$ cat src/rtl/core/gcpc_ram.sv
module gcpc_ram #(
   parameter int WIDTH = 8,
   parameter int DEPTH = 16,
   localparam int AW = (DEPTH > 1) ? $clog2(DEPTH) : 1
) (
   input  logic             clock,
   input  logic             wr_en,
   input  logic [AW-1:0]    wr_addr,
   input  logic [WIDTH-1:0] wr_data,
   input  logic             rd_en,
   input  logic [AW-1:0]    rd_addr,
   output logic [WIDTH-1:0] rd_data
);

   logic [WIDTH-1:0] mem_ff [DEPTH];
   logic [WIDTH-1:0] rd_data_ff;

   // read returns the old word when the same address is written
   always_ff @(posedge clock) begin
      if (wr_en) begin
         mem_ff[wr_addr] <= wr_data;
      end
      if (rd_en) begin
         rd_data_ff <= mem_ff[rd_addr];
      end
   end

   assign rd_data = rd_data_ff;

endmodule

$ cat config.mk
export PLATFORM = sky130hd
export DESIGN_NAME = gcpc_ram
export DESIGN_NICKNAME = d
export VERILOG_FILES = /design/src/rtl/core/gcpc_ram.sv
export SDC_FILE = /design/constraint.sdc
export NUM_CORES = 1
export LEC_CHECK = 0
export BUFFER_PORTS_ARGS = -buffer_cell sky130_fd_sc_hd__buf_2
export CAP_MARGIN = 20
export CORE_ASPECT_RATIO = 0.5
export CORE_MARGIN = 2
export CORE_UTILIZATION = 30
export CTS_BUF_LIST = sky130_fd_sc_hd__clkbuf_8
export DETAILED_ROUTE_END_ITERATION = 10
export GPL_TIMING_DRIVEN = 1
export PLACE_DENSITY = 0.46
export SLEW_MARGIN = 20
export SYNTH_ARGS = -nofsm -noshare
export SYNTH_HDL_FRONTEND = slang
export SYNTH_SLANG_ARGS = --single-unit
$ cat constraint.sdc
create_clock -name clock -period 4.57 [get_ports clock]
set_input_delay 0.2285 -clock clock [delete_from_list [all_inputs] [get_ports clock]]
set_output_delay 0.2285 -clock clock [all_outputs]
set_load 0.01 [all_outputs]
==> impl.org <==
** Setup path
- On the worst path, the slowest cell contributes a delay of 710 ps.
- Cell count of the worst reg-to-reg path :: 3
- Reg-to-reg endpoint :: rd_data[2]$_DFFE_PP_
- Across all register-to-register paths, the minimum setup slack is 2910 ps.
- Cells along the critical path :: buf_2 > mux4_1 > a22oi_1 > nand2_1
- Slowest stage cell, crit path :: buf_2
- Gate family responsible for the most delay along the worst path :: buffers and inverters
- Launching point of the worst reg2reg path :: mem_ff[1][2]$_DFFE_PP_
- Critical Path End Type :: register
- The number of buffers and inverters on the critical path is 1.
- The critical path is of the input port to register type.
- STA classifies the critical path startpoint as an input port.
- Worst Path Arrival :: 2140 ps
- Largest fanout on the critical path :: 28
- For the worst setup path, the data required time is 4740 ps.

** Yosys
- Top area cells in the synthesized netlist :: edfxtp_1, mux4_2, mux4_1
- Summing every instance area after synthesis gives 0.00523 mm^2.
- Synthesis instantiated 18 different standard cells from the library.
- The top cell type by area accounts for 78.1% of the synthesized area.
- Most area-hungry cell type in the Yosys netlist :: edfxtp_1
- Seq/Total Area, Yosys :: 78.1%
- The synthesized design contains 136 register bits.
- Mean area per synthesized cell :: 22.8 um^2
- Most frequently used flop master after synthesis :: edfxtp_1
- Number of synthesized flops with an enable pin :: 136
- Post-synthesis net count :: 248
- For this run, the number of Yosys warnings is 0.
- Number of standard cells after synthesis :: 229
- Of all flip-flops after synthesis, the portion carrying an async set or reset was 0%.

** Timing
- Worst Tran Pin Value :: 1040 ps
- Setup repair after global routing missed its margin :: false
- Setup violations remaining at the end of the flow were counted as 0.
- Largest clock skew in the final design :: 6.40 ps
- Number of endpoints with negative hold slack in the final report :: 0
- The worst path in the final design needs a cycle of 1970 ps, including I/O delays and setup.
- Final number of max-transition violations :: 0
- Aggregate negative setup slack :: 0 ps
- Worst slew margin relative to its limit :: 30.2%
- Period utilization :: 43.1%
- On the final layout, the worst hold slack is 132 ps.
- Derived from the worst setup path, the maximum achievable clock frequency is 508 MHz.

** Floorplanning
- The die covers 0.0186 mm^2.
- Die boundary height :: 97.3 um
- Initial Util :: 30.3%
- Measured along the x axis, the die boundary spans 191 um.
- Num rows :: 34
- Area of the placeable core :: 0.0172 mm^2
- Top-Level Pins :: 27

** Pwr
- LEAKAGE :: 1.93 nW
- Ratio of total power to cell area :: 427 mW/mm^2
- IR analysis of the VDD net gives a maximum drop of 0.188 mV.

** Routing
- The first routing iteration left 229 violations.
- Number of nets with antenna violations after detailed routing :: 0
- In the routed layout, each cell is associated on average with a via count of 4.60.
- Total length of routed wires :: 10600 um
- First-pass iteration count of the detailed router :: 4
- Per-cell routed wire length :: 20.7 um
- After detailed routing, the number of remaining DRC violations is 0.
- Detailed-route via count :: 2364

** CTS
- In this run the number of H-tree levels came out at 4.
- Clock tree from TritonCTS :: yes
- The tree is rooted in a clkbuf_8.
- After clock tree synthesis, the clock-pin slew on the worst setup and hold paths is 80 ps.
- In this run, CTS created clock tree buffers numbering 17.
- Clock latency on the worst-skew pair, taken at its later pin, is 430 ps.
- Once the clock tree was built, the resizer swapped 0 gates to a different size.
- The clock net in this run drives a total of 136 sinks.
- Maximum clock path buffer count :: 2
- Post-CTS Setup Repair Bufs :: 0
- Hold_buf cts :: 0

** Worst hold path
- The tightest min-delay check is of the input port to register type.
- For hold timing, the worst endpoint is rd_data[7]$_DFFE_PP_.
- Hold_sp :: rd_en
- Along the worst hold path, the cell count comes to 1.

** Finish
- For this run, the post-layout net count is 284.
- The area growth from synthesis to layout is 15.1%.
- Fill cells in the final layout number 1602.
- Summing all multi-input logic gate instances after layout gives 0.00108 mm^2.
- Layout cell share with drive strength beyond 1 :: 28.4%
- In the final layout, flip-flops and latches occupy 0.00408 mm^2.

** Global routing
- Number of global-route vias before repair :: 2474
- First-pass GRT wire length :: 15800 um
- Initial antenna violation count :: 2
- Summed over all layers, the global routing overflow is 0.
- Total routing usage reported by global routing :: 12.3%
- Pin count of the biggest net entering global routing :: 33

** Placed design
- After legalization and detailed placement, the total HPWL measured 6480 um.
- The count of buffers added on input and output ports is 26.
- Last weighted congestion value of the routability-driven placer :: 0.686

** Run
- Number of maximum-capacitance violations :: 0

** Run status
- The flow ran to the end, and the final reports show no timing, DRC or antenna violations.
==> routing by layer <==
layer,global-route usage [%],wire [um],up-vias
li1,-,-,1055
met1,16.2,4860,1242
met2,18.8,5060,54
met3,3.90,542,13
met4,5.43,178,0
met5,0,0,-
==> layout make-up <==
type | count | area share [%]
multi-input cells | 83 | 17.9
clock buffers | 17 | 3.89
clock inverters | 15 | 3.06
repair buffers | 27 | 2.29
flip-flops and latches | 136 | 67.9
well taps | 234 | 4.87
diodes | 2 | 0.0832
==> flip-flops by register name, indices dropped and copies added, names as in the netlist <==
register / cells
mem_ff: 128
rd_data: 8
==> worst max path at each step <==
| stage | start | end | slack [ps] | cells past startpoint |
|---|---|---|---|---|
| 2_1_floorplan | wr_addr[2] | mem_ff[0][0]$_DFFE_PP_ | 2850 | 2 |
| 3_3_place_gp | rd_addr[0] | rd_data[2]$_DFFE_PP_ | 2130 | 4 |
| 3_5_place_dp | rd_addr[0] | rd_data[2]$_DFFE_PP_ | 2140 | 4 |
| 4_1_cts | rd_addr[0] | rd_data[2]$_DFFE_PP_ | 2620 | 4 |
| 5_1_grt | rd_addr[0] | rd_data[6]$_DFFE_PP_ | 2530 | 5 |
| 6_report | rd_addr[0] | rd_data[2]$_DFFE_PP_ | 2600 | 4 |
==> synth_stat cells (all sizes together), types with 2 or more instances <==
library cell   number
nor2               13
buf                 7
nand3b              2
nand2               9
a22oi              16
mux4               32
nand2b              2
edfxtp            136
nor3                4
clkdlybuf4s25       3
==> cell families after synthesis <==
family | share of synthesized area (%)
compound gates | 2.30
mux | 14.8
buf+inv | 1.65
flops | 78.1
simple gates | 3.14
==> worst reg2reg max path: stages, from the launching register on <==
cell      delay [ps]
edfxtp_1         360
mux4_1           520
a22oi_1          390
nand2_1          130
==> placed cells by master (no fill, tap or decap) <==
cell,count
nor2_1,13
clkinvlp_4,2
a22oi_1,16
mux4_2,18
nor2b_1,1
and2_1,1
diode_2,2
nor3_2,4
nand3b_1,2
or3b_2,1
edfxtp_1,136
nand2b_1,2
clkinv_2,4
bufinv_16,4
clkinv_4,2
clkbuf_8,17
buf_4,1
nand3_1,1
and2b_1,1
nand2_1,9
buf_2,26
mux4_1,14
clkinv_1,3
==> through the flow <==
| step | instances | utilization (%) | power [mW] | setup WS, ps | area (um^2) |
|---|---|---|---|---|---|
| after global placement | 480 | 32.5 | 1.56 | 2130 | 5590 |
| after floorplan | 229 | - | 1.51 | 2850 | 5230 |
| after CTS | 512 | 34.9 | 2.59 | 2620 | 6010 |
| final | 514 | 34.9 | 2.57 | 2600 | 6010 |
| after detailed placement | 480 | 32.5 | 1.57 | 2140 | 5590 |
| after global routing | 512 | 34.9 | 2.66 | 2530 | 6010 |
==> report_power, final <==
group / internal [mW] / total (mW) / switching [mW] / leakage (nW)
clock network: 0.585 / 1.03 / 0.445 / 0.208
logic: 0.0490 / 0.127 / 0.0781 / 0.482
registers: 1.40 / 1.41 / 0.00585 / 1.24
(Power assumes the default switching activity.)
